File: config.mk
export PLATFORM = sky130hd
export DESIGN_NAME = broadcast_ring_buffer
export DESIGN_NICKNAME = d
export VERILOG_FILES = /design/src/design/brb_pkg.sv /design/src/design/broadcast_ring_buffer.sv
export SDC_FILE = /design/constraint.sdc
export NUM_CORES = 1
export LEC_CHECK = 0
export ABC_AREA = 1
export BUFFER_PORTS_ARGS = -buffer_cell sky130_fd_sc_hd__buf_2
export CAP_MARGIN = 20
export CORE_MARGIN = 2
export CORE_UTILIZATION = 30
export CTS_BUF_LIST = sky130_fd_sc_hd__clkbuf_4 sky130_fd_sc_hd__clkbuf_8
export DETAILED_ROUTE_END_ITERATION = 7
export GPL_TIMING_DRIVEN = 0
export RECOVER_POWER = 25
export SLEW_MARGIN = 40
export SYNTH_ARGS = -nofsm -noshare
export SYNTH_HDL_FRONTEND = slang
export SYNTH_SLANG_ARGS = --single-unit
File: constraint.sdc
create_clock -name clk -period 5.45 [get_ports clk]
set_clock_uncertainty 0.2 [all_clocks]
set_input_delay 1.3625 -clock clk [delete_from_list [all_inputs] [get_ports clk]]
set_output_delay 1.3625 -clock clk [all_outputs]
set_load 0.01 [all_outputs]
File: src/design/brb_pkg.sv
// Shared types and constants for the broadcast ring buffer.
`default_nettype none
package brb_pkg;

  localparam int SLOTS_DEF     = 16;
  localparam int CONSUMERS_DEF = 8;
  localparam int DATA_W_DEF    = 16;

  localparam int CNT_W      = 16;
  localparam int CID_W      = 3;
  localparam int SLOTS_CW   = 5;
  localparam int CONS_CW    = 4;
  localparam int APB_AW     = 3;
  localparam int APB_DW     = 32;

  localparam logic [SLOTS_CW-1:0] SLOTS_RST = 5'd16;
  localparam logic [CONS_CW-1:0]  CONS_RST  = 4'd8;

  localparam logic OP_WRITE = 1'b0;
  localparam logic OP_READ  = 1'b1;

  localparam logic REG_SLOTS     = 1'b0;
  localparam logic REG_CONSUMERS = 1'b1;

  typedef enum logic [1:0] {
    ST_DONE        = 2'd0,
    ST_SLOT_BUSY   = 2'd1,
    ST_NOTHING_NEW = 2'd2,
    ST_BAD_ID      = 2'd3
  } status_t;

endpackage
`default_nettype wire

File: src/design/broadcast_ring_buffer.sv
// Broadcast ring buffer: a slot ring read once by every active consumer before reuse.
`default_nettype none
// One access (write or consumer read) is accepted per cycle and its result
// is loaded into the output register on acceptance; the block sustains one
// access per cycle whenever the output side takes each result. The figure is
// set by the update of the slot pending counts, pointers and counters in the
// accept cycle, and by the item store, a synchronous RAM read in that cycle.
// A refused access (slot busy, nothing new, consumer not active) changes no
// state and returns zero data. Configuration through the APB port takes effect
// on the next accepted access; the block needs no clearing pass after reset.
module broadcast_ring_buffer #(
  parameter int SLOTS      = brb_pkg::SLOTS_DEF,
  parameter int CONSUMERS  = brb_pkg::CONSUMERS_DEF,
  parameter int DATA_WIDTH = brb_pkg::DATA_W_DEF
) (
  input  wire logic                         clk,
  input  wire logic                         rst,
  input  wire logic                         psel,
  input  wire logic                         penable,
  input  wire logic                         pwrite,
  input  wire logic [brb_pkg::APB_AW-1:0]   paddr,
  input  wire logic [brb_pkg::APB_DW-1:0]   pwdata,
  output logic      [brb_pkg::APB_DW-1:0]   prdata,
  output logic                              pready,
  input  wire logic                         in_valid,
  output logic                              in_stall,
  input  wire logic                         opcode,
  input  wire logic [brb_pkg::CID_W-1:0]    consumer_id,
  input  wire logic [DATA_WIDTH-1:0]        data_in,
  output logic                              out_valid,
  input  wire logic                         out_stall,
  output brb_pkg::status_t                  status,
  output logic      [DATA_WIDTH-1:0]        data_out
);
  import brb_pkg::*;

  localparam int PW  = $clog2(SLOTS);
  localparam int ESW = PW + 1;
  localparam int PCW = $clog2(CONSUMERS + 1);
  localparam int CIW = (CONSUMERS > 1) ? $clog2(CONSUMERS) : 1;

  logic [SLOTS_CW-1:0] slots_in_use;
  logic [CONS_CW-1:0]  consumers_in_use;

  logic [DATA_WIDTH-1:0] item_store [SLOTS];
  logic [DATA_WIDTH-1:0] mem_q;
  logic [PCW-1:0]        pending_readers [SLOTS];
  logic [PW-1:0]         write_pointer;
  logic [PW-1:0]         read_pointers [CONSUMERS];
  logic [CNT_W-1:0]      produced_count;
  logic [CNT_W-1:0]      consumed_counts [CONSUMERS];
  logic                  rd_ok;

  logic            accept;
  logic            cfg_we;
  logic [ESW-1:0]  eff_slots;
  logic [PCW-1:0]  eff_cons;
  logic [CIW-1:0]  cidx;
  logic [PW-1:0]   rp;
  logic [ESW-1:0]  wp_inc;
  logic [ESW-1:0]  rp_inc;
  logic [PW-1:0]   wp_next;
  logic [PW-1:0]   rp_next;
  logic            do_write;
  logic            do_read;
  status_t         status_next;

  assign pready = 1'b1;
  assign cfg_we = psel && penable && pwrite && pready;

  always_ff @(posedge clk) begin
    if (rst) begin
      slots_in_use     <= SLOTS_RST;
      consumers_in_use <= CONS_RST;
    end else if (cfg_we) begin
      if (paddr[2] == REG_SLOTS) begin
        slots_in_use <= pwdata[SLOTS_CW-1:0];
      end else begin
        consumers_in_use <= pwdata[CONS_CW-1:0];
      end
    end
  end

  always_comb begin
    if (paddr[2] == REG_CONSUMERS) begin
      prdata = APB_DW'(consumers_in_use);
    end else begin
      prdata = APB_DW'(slots_in_use);
    end
  end

  always_comb begin
    if (slots_in_use == '0) begin
      eff_slots = ESW'(1);
    end else if (32'(slots_in_use) > SLOTS) begin
      eff_slots = ESW'(SLOTS);
    end else begin
      eff_slots = ESW'(slots_in_use);
    end
    if (consumers_in_use == '0) begin
      eff_cons = PCW'(1);
    end else if (32'(consumers_in_use) > CONSUMERS) begin
      eff_cons = PCW'(CONSUMERS);
    end else begin
      eff_cons = PCW'(consumers_in_use);
    end
  end

  assign in_stall = out_valid && out_stall;
  assign accept   = in_valid && !in_stall;
  assign cidx     = CIW'(consumer_id);
  assign rp       = read_pointers[cidx];

  assign wp_inc  = {1'b0, write_pointer} + ESW'(1);
  assign rp_inc  = {1'b0, rp} + ESW'(1);
  assign wp_next = (wp_inc >= eff_slots) ? '0 : wp_inc[PW-1:0];
  assign rp_next = (rp_inc >= eff_slots) ? '0 : rp_inc[PW-1:0];

  always_comb begin
    do_write    = 1'b0;
    do_read     = 1'b0;
    status_next = ST_DONE;
    if (opcode == OP_WRITE) begin
      if (pending_readers[write_pointer] != '0) begin
        status_next = ST_SLOT_BUSY;
      end else begin
        do_write = accept;
      end
    end else begin
      if (32'(consumer_id) >= 32'(eff_cons)) begin
        status_next = ST_BAD_ID;
      end else if (pending_readers[rp] == '0 || consumed_counts[cidx] == produced_count) begin
        status_next = ST_NOTHING_NEW;
      end else begin
        do_read = accept;
      end
    end
  end

  always_ff @(posedge clk) begin
    if (do_write) begin
      item_store[write_pointer] <= data_in;
    end
    if (do_read) begin
      mem_q <= item_store[rp];
    end
  end

  always_ff @(posedge clk) begin
    if (rst) begin
      for (int i = 0; i < SLOTS; i++) begin
        pending_readers[i] <= '0;
      end
      for (int i = 0; i < CONSUMERS; i++) begin
        read_pointers[i]   <= '0;
        consumed_counts[i] <= '0;
      end
      write_pointer  <= '0;
      produced_count <= '0;
    end else begin
      if (do_write) begin
        pending_readers[write_pointer] <= eff_cons;
        produced_count                 <= produced_count + CNT_W'(1);
        write_pointer                  <= wp_next;
      end
      if (do_read) begin
        pending_readers[rp]    <= pending_readers[rp] - PCW'(1);
        consumed_counts[cidx]  <= consumed_counts[cidx] + CNT_W'(1);
        read_pointers[cidx]    <= rp_next;
      end
    end
  end

  // hold the result while stalled, load on accept
  always_ff @(posedge clk) begin
    if (rst) begin
      out_valid <= 1'b0;
      rd_ok     <= 1'b0;
      status    <= ST_DONE;
    end else if (accept) begin
      out_valid <= 1'b1;
      rd_ok     <= do_read;
      status    <= status_next;
    end else if (!out_stall) begin
      out_valid <= 1'b0;
    end
  end

  assign data_out = rd_ok ? mem_q : '0;

endmodule
`default_nettype wire

# ---- Word-level counts from Yosys, hierarchy flattened
# Memories as Yosys holds them, arrays and structs flattened. A register that Yosys moved wholly into a read port is not among the register bits.
# Index checks and enable logic that the tools add are counted.
dict set report word_totals {
  reg_bits 33
  mem_bits_rw 480
  inputBits 62
  output_inout_bits 53
  elab_cells 82
  mem_count 4
}
dict set report op_classes {
  addsub 5
  n_lt_le_gt_ge 5
  eq_ne 2
  mux 42
  n_bitwise 1
  n_reduce_logical 16
}
# name words word_bits read_ports rd_ports_with_merged_regs wr line_no
set memory_table {}
lappend memory_table {item_store 16 16 1 1 1 broadcast_ring_buffer.sv:45} ;# logic [DATA_WIDTH-1:0] item_store [SLOTS];
lappend memory_table {consumed_counts 8 16 1 0 8 broadcast_ring_buffer.sv:51} ;# logic [CNT_W-1:0] consumed_counts [CONSUMERS];
lappend memory_table {pending_readers 16 4 2 1 16 broadcast_ring_buffer.sv:47} ;# logic [PCW-1:0] pending_readers [SLOTS];
lappend memory_table {read_pointers 8 4 1 0 8 broadcast_ring_buffer.sv:49} ;# logic [PW-1:0] read_pointers [CONSUMERS];
# cell n
set ops {}
lappend ops {{$mux 4} 11}
lappend ops {{$add 16x1->16 const B} 2}
lappend ops {{$mux 16} 2}
lappend ops {{$mux 1} 21}
lappend ops {{$eq 16x16->1} 1}
lappend ops {{$reduce_or 16->1} 1}
lappend ops {{$mux 5} 3}
lappend ops {{$reduce_or 4->1} 3}
lappend ops {{$add 4x1->5 const B} 2}
lappend ops {{$ge 5x5->1} 2}
lappend ops {{$logic_not 4->1} 2}
lappend ops {{$mux 2} 3}
lappend ops {{$mux 3} 2}
lappend ops {{$gt 5x5->1 const B} 1}
lappend ops {{$logic_not 5->1} 1}
lappend ops {{$ge 3x4->1} 1}
lappend ops {{$gt 4x4->1 const B} 1}
lappend ops {{$logic_and 1x1->1} 4}
lappend ops {{$reduce_and 2->1} 2}
lappend ops {{$reduce_bool 4->1} 1}
lappend ops {{$sub 4x1->4 const B} 1}
lappend ops {{$ne 2x1->1 const B} 1}
lappend ops {{$logic_not 1->1} 1}
lappend ops {{$logic_or 1x1->1} 1}
lappend ops {{$not 1->1} 1}

# ---- Longest topological paths before layout
# Gate-level depths: netlist (run 1).
# An unclocked memory read counts as a cell.
dict set report logic_depth {
  depth_word 12
  ltp_mapped 26
}

# ---- Worst setup path before layout (run 1)
# No wires, ideal clock.
dict set report synth_path {
  path_kind {input to register}
  from {in consumer_id[0] (netlist bit)}
  to {mem consumed_counts[2][0] (enable)}
  setup_time_ns 0.377
  arrival_ns 4.290
  t_required_ns 4.873
  slack_ns 0.584
  stages 22
  path_buffers 6
  path_cell_list {buf_6 inv_4 buf_6 nand2_1 nand3_1 nand2_1 nor2_4 buf_4 buf_4 o21ai_0 o211ai_1 o21ai_0 nand2_1 nand2_1 ha_1 nand3_4 nand3_4 nor2_8 buf_6 nand3_1 clkbuf_1 nand2_1}
}
# item line_no
set synth_rtl {}
lappend synth_rtl {{from (decl)} broadcast_ring_buffer.sv:28} ;# input wire logic [brb_pkg::CID_W-1:0] consumer_id,
lappend synth_rtl {{to (decl)} broadcast_ring_buffer.sv:51}

==> metrics.yaml, run 1 <==
die_w_um: 292
hold_viol: 0
clock_latency_ns: 0.72
drv_slew: 0
seq_area_um2: 15600
async_flop_share: 0
path_max_fanout: 11
rows: 105
die_y_um: 292
grt_pass1_wl_um: 110000
ff2ff_path_depth: 14
vias: 19200
gp_congestion: 0.908
cp.arrival_ns: 5.41
final-instance-count-excl-fill: 3899
yosysSeqAreaShare: 0.627
place_area_um2: 26800
cts_tree: "yes"
power_density_nw_per_um2: 322
grt_pass1_vias: 17700
fillers: 8233
core_um2: 82100
drt_iter0_markers: 1970
hold_start: "out_valid"
detail-route-antenna-nets: 0
io_buffers: 55
cp.required_ns: 5.64
placedCellCount: 3728
drc: 0
htreeDepth: 3
yosys_register_bits: 533
fin_crit_sh: 0.959
hold_path_class: "reg2reg"
yosysTopAreaCell: "edfxtp_1"
fin_area_um2: 28900
synth_area_leaders: "edfxtp_1 60%, nand2_1 13%, nand3_1 4.5%, nor2_1 4.1%, dfxtp_1 3.0%"
multi_input_area_um2: 8320
min_to: "out_valid"
detail_route.wl_per_cell_um: 19.1
slew_headroom: 0.266
clk_pin_slew_ns: 0.07
root_buffer: "clkbuf_8"
fin_nets: 2841
die_area_um2: 85400
worstSetupEndpointType: "register"
syn_avg_cell_area_um2: 9.69
ys.flop_type: "edfxtp_1"
synth.distinct_cells: 46
p_leak_nw: 11.2
synth-edff-count: 496
syn_area_um2: 24900
r2r_end: "item_store[12][6]"
power_w: 0.00930
grt_max_degree: 21
cts_sinks: 533
synth_top_area_share: 0.598
dp_hpwl_um: 49600
cts_buffers: 88
fmax_ghz: 0.191
setup_viol: 0
drive_above_1_share: 0.136
netlist_instances: 2573
status: "finished clean"
antenna_found_initial: 6
detail_route.wirelength_um: 74300
cts_buffer_depth: 3
maxCapViolations: 0
boundaryPins: 115
whs_path_depth: 2
setup_tns_ns: 0
fin_util: 0.351
vias_per_cell: 4.91
worstMarginPinSlew_ns: 1.10
grt_overflow: 0
yosys_warnings: 0
ff2ff_setup_slack_ns: 0.90
min_period_ns: 5.22
ir_drop_mv: 0.250
start_kind: "input port"
grtUsageTotal: 0.171
initial_core_util: 0.304
area_growth_pct: 15.8
firstDrtPassIters: 5
crit_type: "in2reg"
grt_setup_unrepaired: "no"
[metrics by stage]
step | hold slack, ns | worst slack (ns)
final | 0.282 | 0.225
after global routing | 0.303 | 0.0486
after CTS | 0.289 | 0.00981
after detailed placement | 0.280 | -1.27
after global placement | 0.267 | -1.75
after floorplan | 0.259 | 0.584
[layer usage]
layer  wire, µm  global-route usage
met4       2260              0.0558
met3       6710              0.0347
met1      32600               0.238
met2      32700               0.266
met5         13                   0
[cell type report]
type / instances / share of cell area
sequential: 533 / 0.542
inverter: 131 / 0.0173
tap: 1070 / 0.0464
timing repair buffer: 66 / 0.0136
multi-input combinational: 1767 / 0.288
clock buffer: 128 / 0.0539
clock inverter: 28 / 0.00646
buffer: 171 / 0.0318
antenna: 5 / 0.000434
[cells in the mapped netlist, types with 3 or more instances]
master / n
o22ai_1: 5
nand4_1: 12
dfxtp_1: 37
o21ai_0: 70
nor2_4: 4
nor2_2: 3
a211oi_1: 5
inv_1: 123
xor2_1: 12
buf_6: 6
o21ai_1: 10
buf_1: 18
clkbuf_1: 75
a21oi_1: 41
edfxtp_1: 496
buf_4: 47
nand3_1: 224
nor3_2: 17
nand2_2: 11
xnor2_1: 6
or2_2: 4
nor3_1: 46
o211ai_1: 15
nand3_2: 4
inv_2: 5
buf_2: 27
o21a_1: 6
o21ai_2: 3
nand2_1: 878
nor2_1: 271
ha_1: 21
a22oi_1: 3
a31oi_1: 48
[repair_timing]
action | in CTS | in global routing
pin swaps | 0 | 2
buffers inserted | 6 | 0
hold buffers | 0 | 0
endpoints found under the setup margin | 212 | 368
gates resized for setup | 29 | 21
cloned | 3 | 2
[sequential cells by signal, indices dropped and copies added (netlist names), named ones only]
register	cells
item_store	256
consumed_counts	128
pending_readers	64
read_pointers	32
mem_q	16
produced_count	16
slots_in_use	5
consumers_in_use	4
write_pointer	4
status	2
out_valid	1
rd_ok	1
[worst max-delay path, cell delays in order]
cell        delay [ns]
buf_2             0.19
clkinvlp_4        0.26
nor2_2            0.25
nand3_1           0.11
nand2_1           0.18
inv_2             0.05
nand2_2           0.12
buf_4             0.21
buf_2             0.30
o211ai_1          0.12
o211ai_1          0.11
o21ai_0           0.16
nand2_1           0.10
nand2_1           0.10
ha_1              0.26
nand3_4           0.14
nand3_4           0.15
nor2_8            0.21
buf_6             0.19
nand3_1           0.16
clkbuf_2          0.36
nand2_4           0.30
[cell families after synthesis]
family | count (synthesis) | synth area share
AO/OA/AOI/OAI | 208 | 0.0480
other | 2 | 0.000301
buffers and inverters | 304 | 0.0561
flip-flops | 533 | 0.627
AND/OR/NAND/NOR | 1486 | 0.251
adder cells (fa/ha/maj) | 21 | 0.0105
XOR/XNOR | 19 | 0.00698
[worst max path at each step]
stage | endpoint | cells after the start | start
5_1_grt | read_pointers[5][2] | 22 | consumer_id[1]
3_5_place_dp | consumed_counts[1][5] | 21 | consumer_id[1]
6_report | consumed_counts[7][9] | 22 | consumer_id[1]
4_1_cts | pending_readers[11][1] | 24 | consumer_id[1]
3_3_place_gp | consumed_counts[3][1] | 21 | consumer_id[1]
2_1_floorplan | consumed_counts[2][0] | 22 | consumer_id[0]
[layout by cell type, fill, tap and decap left out, types with 12 or more instances in the layout]
cell,synthesis,final
conb_1,2,28
nand4_1,12,12
clkbuf_1,75,79
clkbuf_8,0,95
buf_4,47,51
nor2_4,4,19
nand2_1,878,869
a31oi_1,48,48
nor3_2,17,18
edfxtp_1,496,496
a21oi_1,41,41
o21ai_0,70,66
clkinv_1,2,19
o21ai_2,3,16
clkbuf_4,0,35
nor3_1,46,45
o211ai_1,15,15
ha_1,21,21
dfxtp_1,37,37
buf_1,18,17
inv_1,123,122
nand3_1,224,224
xor2_1,12,12
buf_2,27,68
nand2_2,11,15
nor2_1,271,255
[power by group]
| part | switching (W) | internal (W) |
|---|---|---|
| Combinational | 0.000857 | 0.000305 |
| Clock | 0.00166 | 0.00189 |
| Sequential | 0.0000309 | 0.00456 |
(Power assumes the default switching activity.)
==> inputs of run 2 (changes only) <==
--- a/config.mk
+++ b/config.mk
@@ -5,7 +5,6 @@
 export SDC_FILE = /design/constraint.sdc
 export NUM_CORES = 1
 export LEC_CHECK = 0
-export ABC_AREA = 1
 export BUFFER_PORTS_ARGS = -buffer_cell sky130_fd_sc_hd__buf_2
 export CAP_MARGIN = 20
 export CORE_MARGIN = 2
==> metrics.yaml, run 2 <==
cts_sinks: 533
min_period_ns: 5.41
die_y_um: 287
antenna_found_initial: 0
io_buffers: 54
placedCellCount: 3100
ir_drop_mv: 0.173
syn_area_um2: 24000
min_to: "status[1]"
r2r_end: "item_store[1][11]"
rows: 103
detail_route.wl_per_cell_um: 21.3
syn_avg_cell_area_um2: 12.2
power_w: 0.00942
start_kind: "input port"
synth.most_common_cell: "edfxtp_1"
crit_path_top_delay_cell: "mux4_2"
largest_register_ffs: 256
boundaryPins: 115
worstMarginPinSlew_ns: 1.11
clk_pin_slew_ns: 0.06
die_area_um2: 82200
whs_path_depth: 2
cts_buffer_depth: 3
path_max_fanout: 20
fin_crit_sh: 0.993
fillers: 7743
p_leak_nw: 10.1
grt_max_degree: 21
fin_util: 0.354
layout.cells.most_common_list: "496 x edfxtp_1, 342 x nand2_1, 279 x nor2_1, 88 x clkbuf_8, 76 x and3_1"
max_stage_delay_ns: 0.56
setup_viol: 0
cp.arrival_ns: 5.57
yosysTopAreaCell: "edfxtp_1"
cts_tree: "yes"
grt_overflow: 0
hold_start: "status[1]"
critPathBufInv: 9
detail-route-antenna-nets: 0
dp_hpwl_um: 46300
firstDrtPassIters: 6
maxCapViolations: 0
status: "finished clean"
ff2ff_setup_slack_ns: 0.60
cts_hold_buf: 0
yosysSeqAreaShare: 0.652
regMostFlops: "item_store"
grt_setup_unrepaired: "no"
slew_headroom: 0.259
path_cells: "buf_4 > mux4_2 > mux2i_4 > inv_4 > buf_6 > buf_6 > buf_6 > mux2i_1 > mux2i_1 > mux2i_1 > mux2i_2 > inv_2 > ha_1 > inv_1 > o41ai_4 > nor2_4 > buf_6 > nand3_1 > buf_4 > nand2_8"
fin_nets: 2231
die_w_um: 287
grt_pass1_vias: 16600
fin_area_um2: 28000
yosys_warnings: 0
hold_path_class: "reg2reg"
root_buffer: "clkbuf_8"
vias: 16700
drc: 0
grtUsageTotal: 0.166
worstSetupEndpointType: "register"
ff2ff_path_depth: 10
cp_common_cell: "buf_6"
power_density_nw_per_um2: 336
synth_top_area_share: 0.621
area_growth_pct: 16.9
async_flop_share: 0
ys.flop_type: "edfxtp_1"
htreeDepth: 3
crit_type: "in2reg"
final_common_cell: "edfxtp_1"
path_delay_family: "multiplexers"
initial_core_util: 0.303
detail_route.wirelength_um: 69500
grt_pass1_wl_um: 103000
synth-edff-count: 496
synthTopCellsByCount: "496 x edfxtp_1, 352 x nand2_1, 293 x nor2_1"
top_regs: "item_store x256, consumed_counts x128, pending_readers x64"
core_um2: 79100
fmax_ghz: 0.185
cp.required_ns: 5.61
place_area_um2: 25900
netlist_instances: 1960
drive_above_1_share: 0.172
drt_iter0_markers: 1973
drv_slew: 0
hold_viol: 0
gp_congestion: 0.891
cts_buffers: 88
synth.distinct_cells: 71
yosys_register_bits: 533
synth_area_leaders: "edfxtp_1 62%, nand2_1 5.5%, nor2_1 4.6%, dfxtp_1 3.1%, mux2i_1 2.9%"
final-instance-count-excl-fill: 3269
vias_per_cell: 5.10
clock_latency_ns: 0.73
-- run 2: cell count changes after synthesis, sizes merged, moves of 32 or more --
| cell | previous run | this run |
|---|---|---|
| nand3 | 230 | 25 |
| nor3 | 63 | 21 |
| inv | 129 | 20 |
| mux2i | 0 | 72 |
| a311oi | 0 | 32 |
| nand2 | 889 | 352 |
| o21ai | 83 | 17 |
| and3 | 1 | 76 |
-- run 2: through the flow --
stage	worst slack [ns]	hold WS (ns)	setup TNS, ns
floorplan	-0.0645	0.276	-2.66
CTS	-0.0528	0.278	-0.884
global placement	-1.83	0.268	-604.21
global route	0.0255	0.299	0
finish	0.0367	0.278	0
detailed placement	-1.86	0.270	-618.13
-- run 2: repair_timing --
item / 4_1_cts / 5_1_grt
setup endpoints to repair: 446 / 338
cloned: 0 / 1
pin swaps: 2 / 1
gates resized for setup: 34 / 19
setup buffers: 6 / 2
-- run 2: worst min-delay path: cells and delay by family, from the launching register on --
family          cells  cell delay, ns
simple gates        1            0.06
flops               1            0.32
compound gates      1            0.05
-- run 2: worst max path at each step --
stage / start / cells past startpoint / slack [ns] / endpoint
5_1_grt: consumer_id[0] / 20 / 0.03 / read_pointers[4][0]
6_report: consumer_id[0] / 20 / 0.04 / read_pointers[2][0]
3_3_place_gp: consumer_id[1] / 17 / -1.83 / consumed_counts[3][7]
4_1_cts: consumer_id[1] / 22 / -0.05 / pending_readers[8][2]
3_5_place_dp: consumer_id[2] / 19 / -1.86 / consumed_counts[4][3]
2_1_floorplan: consumer_id[0] / 19 / -0.06 / consumed_counts[3][0]
-- run 2: area by class of cell --
| class | instances | area, µm² | area share |
|---|---|---|---|
| Sequential cell | 533 | 15600 | 0.557 |
| Inverter | 21 | 81.3 | 0.00290 |
| Timing Repair Buffer | 72 | 393 | 0.0140 |
| Clock buffer | 111 | 1380 | 0.0493 |
| Multi-Input combinational cell | 1287 | 7950 | 0.284 |
| Tap cell | 1050 | 1310 | 0.0468 |
| Antenna cell | 1 | 2.50 | 0.0000892 |
| Clock inverter | 49 | 443 | 0.0158 |
| Buffer | 145 | 842 | 0.0300 |
-- run 2: where the power goes --
part           internal [W]  switching, W  leakage (nW)
clock               0.00199       0.00170         0.946
combinational      0.000341      0.000785          4.10
sequential          0.00456     0.0000361          5.06
-- run 2: cell families after synthesis --
group	share of synthesized area
mux	0.0563
compound gates	0.0711
flops	0.652
xor+xnor	0.0168
simple gates	0.156
other cells	0.000313
fa+ha+maj	0.0110
buf+inv	0.0362
-- run 2: metal layers --
| metal | GRT usage | up-vias | routed length [µm] |
|---|---|---|---|
| met5 | 0 | - | 0 |
| met4 | 0.0544 | 0 | 1970 |
| met3 | 0.0342 | 133 | 6370 |
| met2 | 0.257 | 856 | 31000 |
| met1 | 0.233 | 8214 | 30100 |
| li1 | - | 7476 | - |
